$ cat src/jse_pkg.sv
// ----------------------------------------------------------------------------
// jse_pkg
// Shared types and constants for the JSON string escaper.
// ----------------------------------------------------------------------------
package jse_pkg;

	typedef enum logic [1:0] {
		ACT_RESET = 2'd0,
		ACT_OPEN  = 2'd1,
		ACT_DATA  = 2'd2,
		ACT_CLOSE = 2'd3
	} action_t;

	localparam int unsigned CHUNK_MAX   = 6;
	localparam int unsigned QUEUE_DEPTH = 2;

	localparam logic [7:0] CHR_QUOTE = 8'h22;
	localparam logic [7:0] CHR_BSLASH = 8'h5c;
	localparam logic [7:0] CTRL_LIMIT = 8'h20;
	localparam logic [3:0] NIBBLE_MASK = 4'hf;

	localparam logic [15:0][7:0] HEX_CHARS = {
		8'h66, 8'h65, 8'h64, 8'h63, 8'h62, 8'h61, 8'h39, 8'h38,
		8'h37, 8'h36, 8'h35, 8'h34, 8'h33, 8'h32, 8'h31, 8'h30
	};

	// One classified item as it waits in the queue.
	typedef struct packed {
		logic                           is_reset;
		logic [2:0]                     chunk_len;
		logic [CHUNK_MAX-1:0][7:0]      chunk;
		logic [15:0]                    preset;
	} desc_t;

	typedef struct packed {
		logic       head_valid;
		logic       full;
		logic [1:0] count;
	} queue_status_t;

endpackage

$ cat src/json_string_escaper.sv
// ----------------------------------------------------------------------------
// json_string_escaper
// Writes a byte stream into a bounded record as a quoted JSON string.
// ----------------------------------------------------------------------------
// Each input transfer carries one action: reset the used length to a preset
// (which also clears the sticky failure flag), an opening quote, one data
// byte to escape, or a closing quote. The block returns one output transfer
// per emitted byte, with last set on the final byte of the chunk, or a single
// status transfer (byte_valid low, last high) for a reset, for a chunk that
// does not fit and for any action after a failure. A chunk of 1, 2 or 6
// bytes is emitted only when used plus its length is at most capacity minus
// one; otherwise nothing is emitted and failed stays high until the next
// reset action. Output bytes leave at one per cycle while out_ready is high:
// an item holds the back end until its last byte or its status result has
// left, so while a data byte that becomes a two- or six-byte escape drains,
// the two-entry queue fills and in_ready drops. Each item waits in the queue
// and its first result is then registered in the output register. Capacity
// is written through cfg_we and cfg_data and must only change while the
// block is idle.
// ----------------------------------------------------------------------------
module json_string_escaper import jse_pkg::*; #(
	parameter int unsigned LENGTH_WIDTH = 16
) (
	input  logic        clk,
	input  logic        arst_n,
	input  logic        cfg_we,
	input  logic [15:0] cfg_data,
	input  logic        in_valid,
	output logic        in_ready,
	input  logic [1:0]  action,
	input  logic [7:0]  data_byte,
	input  logic [15:0] preset_length,
	output logic        out_valid,
	input  logic        out_ready,
	output logic [7:0]  out_byte,
	output logic        byte_valid,
	output logic        last,
	output logic        failed,
	output logic [15:0] used_length
);

	// Handshake and descriptor traffic between the three parts.
	logic          push;
	desc_t         push_desc;
	logic          pop;
	desc_t         head_desc;
	queue_status_t status;

	// The front classifies the action and builds the escape chunk.
	jse_front u_front (
		.in_valid      (in_valid),
		.in_ready      (in_ready),
		.action        (action),
		.data_byte     (data_byte),
		.preset_length (preset_length),
		.queue_full    (status.full),
		.push          (push),
		.push_desc     (push_desc)
	);

	// The queue lets the front keep taking items while the back serializes.
	jse_queue u_queue (
		.clk       (clk),
		.arst_n    (arst_n),
		.push      (push),
		.push_desc (push_desc),
		.pop       (pop),
		.head_desc (head_desc),
		.status    (status)
	);

	// The back owns the length and failure state and the output register.
	jse_back #(
		.LENGTH_WIDTH (LENGTH_WIDTH)
	) u_back (
		.clk         (clk),
		.arst_n      (arst_n),
		.cfg_we      (cfg_we),
		.cfg_data    (cfg_data),
		.status      (status),
		.head_desc   (head_desc),
		.pop         (pop),
		.out_valid   (out_valid),
		.out_ready   (out_ready),
		.out_byte    (out_byte),
		.byte_valid  (byte_valid),
		.last        (last),
		.failed      (failed),
		.used_length (used_length)
	);

	// A failed result never carries a byte.
	a_failed_no_byte: assert property (@(posedge clk) disable iff (!arst_n)
		out_valid && failed |-> !byte_valid)
		else $error("failed result carries a byte");

	// A status result is always the only, and so the last, result of its item.
	a_status_is_last: assert property (@(posedge clk) disable iff (!arst_n)
		out_valid && !byte_valid |-> last)
		else $error("status result without last");

	// The queue never holds more than its depth.
	a_queue_bound: assert property (@(posedge clk) disable iff (!arst_n)
		status.count <= 2'(QUEUE_DEPTH))
		else $error("queue count beyond depth");

	// Nothing is pushed into a full queue.
	a_no_push_full: assert property (@(posedge clk) disable iff (!arst_n)
		status.full |-> !push)
		else $error("push into full queue");

endmodule

$ cat src/jse_front.sv
// ----------------------------------------------------------------------------
// jse_front
// Accepts input items and turns each into a chunk descriptor for the queue.
// ----------------------------------------------------------------------------
module jse_front import jse_pkg::*; (
	input  logic        in_valid,
	output logic        in_ready,
	input  logic [1:0]  action,
	input  logic [7:0]  data_byte,
	input  logic [15:0] preset_length,
	input  logic        queue_full,
	output logic        push,
	output desc_t       push_desc
);

	action_t act;

	assign act      = action_t'(action);
	assign in_ready = !queue_full;
	assign push     = in_valid && !queue_full;

	always_comb begin
		push_desc           = '0;
		push_desc.preset    = preset_length;
		push_desc.chunk_len = 3'd1;
		push_desc.chunk[0]  = CHR_QUOTE;
		case (act)
			ACT_RESET: begin
				push_desc.is_reset = 1'b1;
			end
			ACT_DATA: begin
				push_desc.chunk[0]  = CHR_BSLASH;
				push_desc.chunk_len = 3'd2;
				case (data_byte)
					CHR_QUOTE:  push_desc.chunk[1] = CHR_QUOTE;
					CHR_BSLASH: push_desc.chunk[1] = CHR_BSLASH;
					8'h08:      push_desc.chunk[1] = 8'h62;
					8'h0c:      push_desc.chunk[1] = 8'h66;
					8'h0a:      push_desc.chunk[1] = 8'h6e;
					8'h0d:      push_desc.chunk[1] = 8'h72;
					8'h09:      push_desc.chunk[1] = 8'h74;
					default: begin
						if (data_byte < CTRL_LIMIT) begin
							push_desc.chunk_len = 3'd6;
							push_desc.chunk[1]  = 8'h75;
							push_desc.chunk[2]  = 8'h30;
							push_desc.chunk[3]  = 8'h30;
							push_desc.chunk[4]  = HEX_CHARS[data_byte[7:4] & NIBBLE_MASK];
							push_desc.chunk[5]  = HEX_CHARS[data_byte[3:0] & NIBBLE_MASK];
						end else begin
							push_desc.chunk_len = 3'd1;
							push_desc.chunk[0]  = data_byte;
						end
					end
				endcase
			end
			default: begin
				// Open and close quotes share the one-byte quote chunk.
				push_desc.chunk[0] = CHR_QUOTE;
			end
		endcase
	end

endmodule

$ cat src/jse_queue.sv
// ----------------------------------------------------------------------------
// jse_queue
// Two-entry descriptor queue between the front and the back.
// ----------------------------------------------------------------------------
module jse_queue import jse_pkg::*; (
	input  logic          clk,
	input  logic          arst_n,
	input  logic          push,
	input  desc_t         push_desc,
	input  logic          pop,
	output desc_t         head_desc,
	output queue_status_t status
);

	desc_t      mem_q [QUEUE_DEPTH];
	logic       wr_ptr_q;
	logic       rd_ptr_q;
	logic [1:0] count_q;

	always_ff @(posedge clk or negedge arst_n) begin
		if (!arst_n) begin
			wr_ptr_q <= 1'b0;
			rd_ptr_q <= 1'b0;
			count_q  <= 2'd0;
		end else begin
			if (push) wr_ptr_q <= ~wr_ptr_q;
			if (pop)  rd_ptr_q <= ~rd_ptr_q;
			case ({push, pop})
				2'b10:   count_q <= count_q + 2'd1;
				2'b01:   count_q <= count_q - 2'd1;
				default: count_q <= count_q;
			endcase
		end
	end

	always_ff @(posedge clk) begin
		if (push) begin
			mem_q[wr_ptr_q] <= push_desc;
		end
	end

	assign head_desc         = mem_q[rd_ptr_q];
	assign status.head_valid = (count_q != 2'd0);
	assign status.full       = (count_q == 2'(QUEUE_DEPTH));
	assign status.count      = count_q;

endmodule

$ cat src/jse_back.sv
// ----------------------------------------------------------------------------
// jse_back
// Holds the record length and failure flag, checks each chunk against the
// capacity and serializes its bytes into the output register.
// ----------------------------------------------------------------------------
module jse_back import jse_pkg::*; #(
	parameter int unsigned LENGTH_WIDTH = 16
) (
	input  logic          clk,
	input  logic          arst_n,
	input  logic          cfg_we,
	input  logic [15:0]   cfg_data,
	input  queue_status_t status,
	input  desc_t         head_desc,
	output logic          pop,
	output logic          out_valid,
	input  logic          out_ready,
	output logic [7:0]    out_byte,
	output logic          byte_valid,
	output logic          last,
	output logic          failed,
	output logic [15:0]   used_length
);

	localparam int unsigned SW = ((LENGTH_WIDTH > 16) ? LENGTH_WIDTH : 16) + 1;
	localparam logic [15:0] CAPACITY_RESET = 16'd3264;

	logic [15:0]             capacity_q;
	logic [LENGTH_WIDTH-1:0] used_q;
	logic                    ovf_q;
	logic [2:0]              idx_q;

	logic                    advance;
	logic [SW-1:0]           need;
	logic                    fits;
	logic                    is_last_byte;
	logic [LENGTH_WIDTH-1:0] used_inc;
	logic [LENGTH_WIDTH+15:0] preset_ext;
	logic [LENGTH_WIDTH-1:0] used_next;
	logic [LENGTH_WIDTH+15:0] used_ext;

	assign advance      = status.head_valid && (!out_valid || out_ready);
	assign need         = SW'(used_q) + SW'(head_desc.chunk_len) + SW'(1);
	assign fits         = (need <= SW'(capacity_q));
	assign is_last_byte = (idx_q == (head_desc.chunk_len - 3'd1));
	assign used_inc     = used_q + LENGTH_WIDTH'(1);
	assign preset_ext   = {{LENGTH_WIDTH{1'b0}}, head_desc.preset};

	always_comb begin
		pop       = 1'b0;
		used_next = used_q;
		if (advance) begin
			if (head_desc.is_reset) begin
				pop       = 1'b1;
				used_next = preset_ext[LENGTH_WIDTH-1:0];
			end else if (idx_q == 3'd0 && (ovf_q || !fits)) begin
				pop = 1'b1;
			end else begin
				pop       = is_last_byte;
				used_next = used_inc;
			end
		end
	end

	assign used_ext = {16'b0, used_next};

	always_ff @(posedge clk or negedge arst_n) begin
		if (!arst_n) begin
			capacity_q <= CAPACITY_RESET;
			used_q     <= '0;
			ovf_q      <= 1'b0;
			idx_q      <= 3'd0;
			out_valid  <= 1'b0;
		end else begin
			if (cfg_we) capacity_q <= cfg_data;
			if (out_ready) out_valid <= 1'b0;
			if (advance) begin
				out_valid <= 1'b1;
				used_q    <= used_next;
				if (head_desc.is_reset) begin
					ovf_q <= 1'b0;
					idx_q <= 3'd0;
				end else if (idx_q == 3'd0 && (ovf_q || !fits)) begin
					ovf_q <= 1'b1;
				end else if (is_last_byte) begin
					idx_q <= 3'd0;
				end else begin
					idx_q <= idx_q + 3'd1;
				end
			end
		end
	end

	always_ff @(posedge clk) begin
		if (advance) begin
			used_length <= used_ext[15:0];
			if (head_desc.is_reset) begin
				out_byte   <= 8'h00;
				byte_valid <= 1'b0;
				last       <= 1'b1;
				failed     <= 1'b0;
			end else if (idx_q == 3'd0 && (ovf_q || !fits)) begin
				out_byte   <= 8'h00;
				byte_valid <= 1'b0;
				last       <= 1'b1;
				failed     <= 1'b1;
			end else begin
				out_byte   <= head_desc.chunk[idx_q];
				byte_valid <= 1'b1;
				last       <= is_last_byte;
				failed     <= 1'b0;
			end
		end
	end

endmodule

$ cat config.mk
export PLATFORM = sky130hd
export DESIGN_NAME = json_string_escaper
export DESIGN_NICKNAME = d
export VERILOG_FILES = /design/src/jse_pkg.sv /design/src/json_string_escaper.sv /design/src/jse_front.sv /design/src/jse_queue.sv /design/src/jse_back.sv
export SDC_FILE = /design/constraint.sdc
export NUM_CORES = 1
export LEC_CHECK = 0
export ABC_AREA = 1
export BUFFER_PORTS_ARGS = -buffer_cell sky130_fd_sc_hd__buf_2
export CAP_MARGIN = 0
export CORE_AREA = 5 5 132 134
export CTS_CLUSTER_SIZE = 12
export DETAILED_ROUTE_END_ITERATION = 10
export DIE_AREA = 0 0 137 139
export PLACE_DENSITY = 0.7
export SETUP_SLACK_MARGIN = 0.02
export SYNTH_ARGS = -nofsm -noshare
export SYNTH_HDL_FRONTEND = slang
export SYNTH_SLANG_ARGS = --single-unit
$ cat constraint.sdc
create_clock -name clk -period 5.55 [get_ports clk]
set_input_delay 0.555 -clock clk [delete_from_list [all_inputs] [get_ports clk]]
set_output_delay 0.555 -clock clk [all_outputs]
set_load 0.01 [all_outputs]
# Word-level counts from Yosys, hierarchy flattened
# Memories as Yosys holds them, arrays and structs flattened.
# Cells that the tools add are included.
# classes
order_cmp	5
n_reduce_logical	18
bitwise	2
n_eq_ne	13
n_addsub	7
mux	30
# ops
operator	n
$pmux 8 s7	1
$mux 8	6
$mux 43	1
$eq 8x4->1 const B	5
$mux 40	1
$mux 35	1
$mux 16	2
$bmux 8 s3	1
$add 16x3->17	1
$add 17x1->17 const B	1
$le 17x16->1	1
$add 16x1->16 const B	1
$mux 1	12
$mux 3	4
$lt 4x5->1 const B	2
$eq 8x6->1 const B	1
$eq 8x7->1 const B	1
$lt 8x6->1 const B	1
$reduce_bool 2->1	4
$reduce_or 7->1	1
$eq 2x2->1 const B	3
$lt 3x4->1 const B	1
$pmux 2 s2	1
$reduce_and 2->1	2
other kinds (14)	20
# totals
word_cells	91
memories	3
reg_bits	68
ram_bits	136
romBits	256
# mem_list
memory	depth	width	rd	rd_ports_with_merged_regs	wr	line	text
u_queue.mem_q	2	68	1	0	1	jse_queue.sv:15	desc_t mem_q [QUEUE_DEPTH];
(name not given)	16	8	1	0	0	jse_front.sv:48	push_desc.chunk[4] = HEX_CHARS[data_byte[7:4] & NIBBLE_MASK];
(name not given)	16	8	1	0	0	jse_front.sv:49	push_desc.chunk[5] = HEX_CHARS[data_byte[3:0] & NIBBLE_MASK];

# Depth between registers and ports, before layout
# An unclocked memory read counts as a cell.
# depth
depth_word	12
mapped_depth	32
mapped_depth_nobuf	30

# Hierarchy
# Synthesis repeated with hierarchy kept, for this count alone.
# unflattened
hier_cells	1079
hier_area_um2	10457.5
# modules_own_cells
mod	area_each_um2	cells_per_inst	n_inst
jse_queue	5235.0	379	1
jse_back	4277.9	543	1
jse_front	944.7	157	1

# Worst setup path before layout
# Ideal clock, no wire load.
# synth_path
kind	flip-flop to flip-flop
startpoint	register u_queue.rd_ptr_q
endpoint	register u_queue.count_q[1]
period_less_slack_ns	4.309
stages_incl_launch_ff	32
arrival_ns	4.184
slack_ns	1.241
required_ns	5.426
setup_ns	0.124
path_cell_list	dfrtp_1 > inv_2 > clkbuf_1 > clkbuf_1 > or2_2 > o21ai_0 > inv_1 > ha_1 > nand2_1 > nor2_1 > a211oi_1 > nor2_1 > nand2_1 > nor2_1 > nand3_1 > xnor2_1 > ha_1 > nand2_1 > o21bai_1 > a21oi_1 > nor2_1 > nand2_1 > nand2_1 > nand2_2 > nand2_4 > nand3_2 > nand2_2 > inv_2 > ha_1 > a21oi_1 > o21ai_0 > xnor2_1
# synth_via
elab_chain_cells	12
# synth_rtl
item	line	text
from (decl)	jse_queue.sv:17	logic rd_ptr_q;
from (signal assigned)	jse_queue.sv:27	if (pop) rd_ptr_q <= ~rd_ptr_q;
$mem_v2 2x68 (*)	-	
$add 16x3->17	jse_back.sv:43	assign need = SW'(used_q) + SW'(head_desc.chunk_len) + SW'(1);
$add 17x1->17	jse_back.sv:43	
$le 17x16->1	jse_back.sv:44	assign fits = (need <= SW'(capacity_q));
$logic_not 1->1	jse_back.sv:56	end else if (idx_q == 3'd0 && (ovf_q || !fits)) begin
$logic_or 1x1->1	jse_back.sv:56	
$logic_and 1x1->1	jse_back.sv:56	
$mux 1	jse_back.sv:56	
$mux 1 (*)	jse_back.sv:53	if (head_desc.is_reset) begin
$mux 1 (*)	jse_back.sv:52	if (advance) begin
via pop	json_string_escaper.sv:45	logic pop;
$eq 2x1->1 / $eq 2x2->1 (equally long branches)	jse_queue.sv:28	case ({push, pop})
$pmux 2 s2 / $reduce_bool 2->1 (equally long branches)	-	
to (signal assigned)	jse_queue.sv:29	2'b10: count_q <= count_q + 2'd1;
to (signal assigned)	jse_queue.sv:30	2'b01: count_q <= count_q - 2'd1;
to (signal assigned)	jse_queue.sv:31	default: count_q <= count_q;
to (decl)	jse_queue.sv:18	logic [1:0] count_q;
# Mark *: on every way through the listed nets, which the timed path passes. The rest lies on a longest branch.
# A chain may end at the register's enable or synchronous reset.

# Worst setup path after layout
# Ends and elaborated chain as after synthesis.

==> impl_metrics.py <==
metrics = {
    "grt": {
        "grt_usage_pct": 18.9,
        "grt_pass1_wl_um": 28000,
        "antenna_found_initial": 0,
        "grt_max_degree": 51,
        "grt_pass1_vias": 5702,
        "gr-total-overflow": 0,
    },
    "detailed_routing": {
        "drtAntennaViolNets": 0,
        "num_vias": 5742,
        "post_drt_wl_per_cell_um": 15.6,
        "viasPerCell": 5.17,
        "drt_wl_total_um": 17300,
        "drtIter0Drc": 417,
        "route.detailed.drc": 0,
        "drt-pass1-iter-count": 5,
    },
    "setup_path": {
        "timing.rr.start": "u_queue.rd_ptr_q",
        "r2r_cells": 29,
        "critPathTopFamily": "simple AND/OR/NAND/NOR gates",
        "cp.arrival_ns": 5.32,
        "rr_endpoint": "u_queue.count_q[1]",
        "cp_slowest_stage_delay_ns": 0.51,
        "path_class": "reg2reg",
        "end_kind": "flop",
        "regToRegSetupSlack_ns": 0.55,
        "crit_slowest_cell": "dfrtp_1",
        "crit_cells": 29,
        "critical_path.startpoint_type": "flop",
        "crit_buf_inv": 3,
        "crit_required_ns": 5.86,
        "cp_max_fo": 18,
        "cp_common_cell": "nand2_1",
    },
    "worst_hold_path": {
        "min_path_type": "in2async",
    },
    "clock_tree": {
        "root_buffer": "clkbuf_16",
        "post_cts_buffers": 0,
        "cts_num_sinks": 162,
        "htreeDepth": 4,
        "clockBufferDepth": 2,
        "cts_tree": "yes",
        "hold_buffers": 0,
        "clkLatencyLatePin_ns": 0.43,
        "cts_made_buffers": 17,
        "cts_resized": 0,
        "clkTransAtPathRegs_ns": 0.06,
    },
    "logic_synthesis": {
        "yosys.cell_types.count": 52,
        "ys_ff_latch": 162,
        "synth_seq_area_share_pct": 57.2,
        "synth_cells": 797,
        "synth_warnings": 0,
        "yosysTopAreaCellShare_pct": 44.5,
        "synth-edff-count": 121,
        "synth_area_leaders": "edfxtp_1 45%, dfrtp_1 11%, nand2_1 8.4%, ha_1 4.8%, inv_1 3.3%",
        "synth.cell_area_um2": 8160,
        "async_flop_share_pct": 25.3,
        "synth_top_area_cell": "edfxtp_1",
        "avgSynthCellArea_um2": 10.2,
        "synth_ff_type": "edfxtp_1",
    },
    "floorplan": {
        "dieWidth_um": 137,
        "start_util_pct": 50.5,
        "fp-row-count": 47,
        "core_um2": 16200,
        "dieArea_um2": 19000,
        "die_height_um": 139,
        "ioPinCount": 76,
    },
    "run_status": {
        "status": "complete, no violations",
    },
    "sta": {
        "setup_violations": 0,
        "period_needed_ns": 5.00,
        "rsz0062_at_grt": "false",
        "min_period_over_period_pct": 90.2,
        "final-hold-violation-count": 0,
        "skew_ns": 0.00916,
        "worst_pin_slew_ns": 0.975,
        "max_freq_mhz": 200,
        "relSlewSlack_pct": 35.0,
        "slew_viol_final": 0,
        "fin_setup_tns_ns": 0,
    },
    "finish": {
        "diodes": 0,
        "drive_gt1_share_pct": 20.8,
        "area_growth_syn_to_layout_pct": 14.6,
        "n_fill_cell": 1370,
        "postLayoutCoreUtil_pct": 57.8,
        "final_cells": 1110,
        "final_nets": 956,
        "multi_input_area_um2": 3060,
        "seqCellArea_um2": 4660,
    },
    "placed_design": {
        "globalplace.congestion": 0.912,
        "portBuffers": 75,
        "place.detailed.hpwl_um": 12100,
        "dp.cells": 1078,
    },
    "pwr": {
        "power_per_cell_area_nw_per_um2": 562,
        "p_leak_nw": 4.08,
        "ir_drop_mv": 0.308,
    },
    "flow_run": {
        "drv_cap": 0,
    },
}
-- Yosys cell counts (all sizes together), types with 13 or more instances --
library cell / number
a21oi: 22
o21ai: 56
nand3: 41
inv: 83
dfrtp: 37
nand4: 13
clkbuf: 20
edfxtp: 121
ha: 31
xor2: 29
nor2: 77
nand2: 192
o22ai: 16
-- power breakdown --
part / switching, W / internal [W]
combinational: 0.00142 / 0.000701
clock: 0.000490 / 0.000673
sequential: 0.000203 / 0.00177
-- through the flow --
| stage | setup WS (ns) | area, um2 | power [W] | hold slack [ns] |
|---|---|---|---|---|
| after floorplan | 1.24 | 8190 | 0.00355 | 0.259 |
| after global placement | 0.695 | 8760 | 0.00407 | 0.484 |
| after detailed placement | 0.597 | 8760 | 0.00411 | 0.499 |
| after CTS | 0.592 | 9350 | 0.00530 | 0.303 |
| after global routing | 0.0679 | 9350 | 0.00563 | 0.306 |
| final | 0.546 | 9350 | 0.00526 | 0.296 |
-- state kept, by name (all words and copies together) (netlist names) --
name	count
u_back.last	1
u_back.used_q	16
u_back.used_length	16
u_queue.wr_ptr_q	1
u_back.capacity_q	16
u_back.failed	1
u_back.byte_valid	1
u_back.out_valid	1
u_back.idx_q	3
u_back.ovf_q	1
u_queue.count_q	2
u_queue.rd_ptr_q	1
u_back.out_byte	8
u_queue.mem_q	94
-- layer usage --
metal / wire length [um] / global-route usage [%]
met1: 7110 / 23.6
met2: 9220 / 32.9
met3: 769 / 3.63
met4: 228 / 5.99
met5: 0 / 0
-- layout make-up --
cell class | instances | area share, %
clock buffer | 19 | 4.63
clock inverter | 13 | 1.66
inverter | 84 | 3.43
multi-input combinational | 528 | 32.7
sequential | 162 | 49.9
tap | 220 | 2.94
timing repair buffer | 84 | 4.74
-- how the worst max path moves through the flow --
stage	slack [ns]	endpoint	from
after global placement	0.69	u_queue.count_q[1]	u_queue.rd_ptr_q
final	0.55	u_queue.count_q[1]	u_queue.rd_ptr_q
after detailed placement	0.60	u_queue.count_q[1]	u_queue.rd_ptr_q
after CTS	0.59	u_queue.count_q[1]	u_queue.rd_ptr_q
after floorplan	1.24	u_queue.count_q[1]	u_queue.rd_ptr_q
after global routing	0.07	u_queue.count_q[1]	u_queue.rd_ptr_q
-- cell usage in the layout, fill, tap and decap left out, types with 3 or more instances in the layout --
| cell type | instances |
|---|---|
| nand2_1 | 182 |
| edfxtp_1 | 121 |
| buf_2 | 75 |
| inv_1 | 72 |
| nor2_1 | 67 |
| o21ai_0 | 45 |
| dfrtp_1 | 37 |
| ha_1 | 31 |
| xor2_1 | 29 |
| nand3_1 | 27 |
| clkbuf_16 | 17 |
| a21oi_1 | 15 |
| o22ai_1 | 14 |
| nand3_2 | 13 |
| nand4_1 | 13 |
| inv_2 | 10 |
| o211ai_1 | 10 |
| o21ai_2 | 9 |
| buf_4 | 9 |
| conb_1 | 8 |
| nand2_2 | 7 |
| a21oi_2 | 7 |
| xnor2_1 | 6 |
| nor2_4 | 5 |
| nor3_1 | 5 |
| nor2_2 | 5 |
| clkinv_4 | 4 |
| dfstp_2 | 4 |
| nor4_1 | 3 |
| inv_6 | 3 |
-- logic make-up after synthesis --
kind of cell	count (synthesis)	share of synthesized area [%]
XOR/XNOR	35	3.76
adder cells (fa/ha/maj)	32	5.00
flip-flops	162	57.2
buffers and inverters	114	5.87
multiplexers	2	0.261
AND/OR/NAND/NOR	338	19.2
AO/OA/AOI/OAI	113	8.70
other	1	0.0460
(Power assumes the default switching activity.)
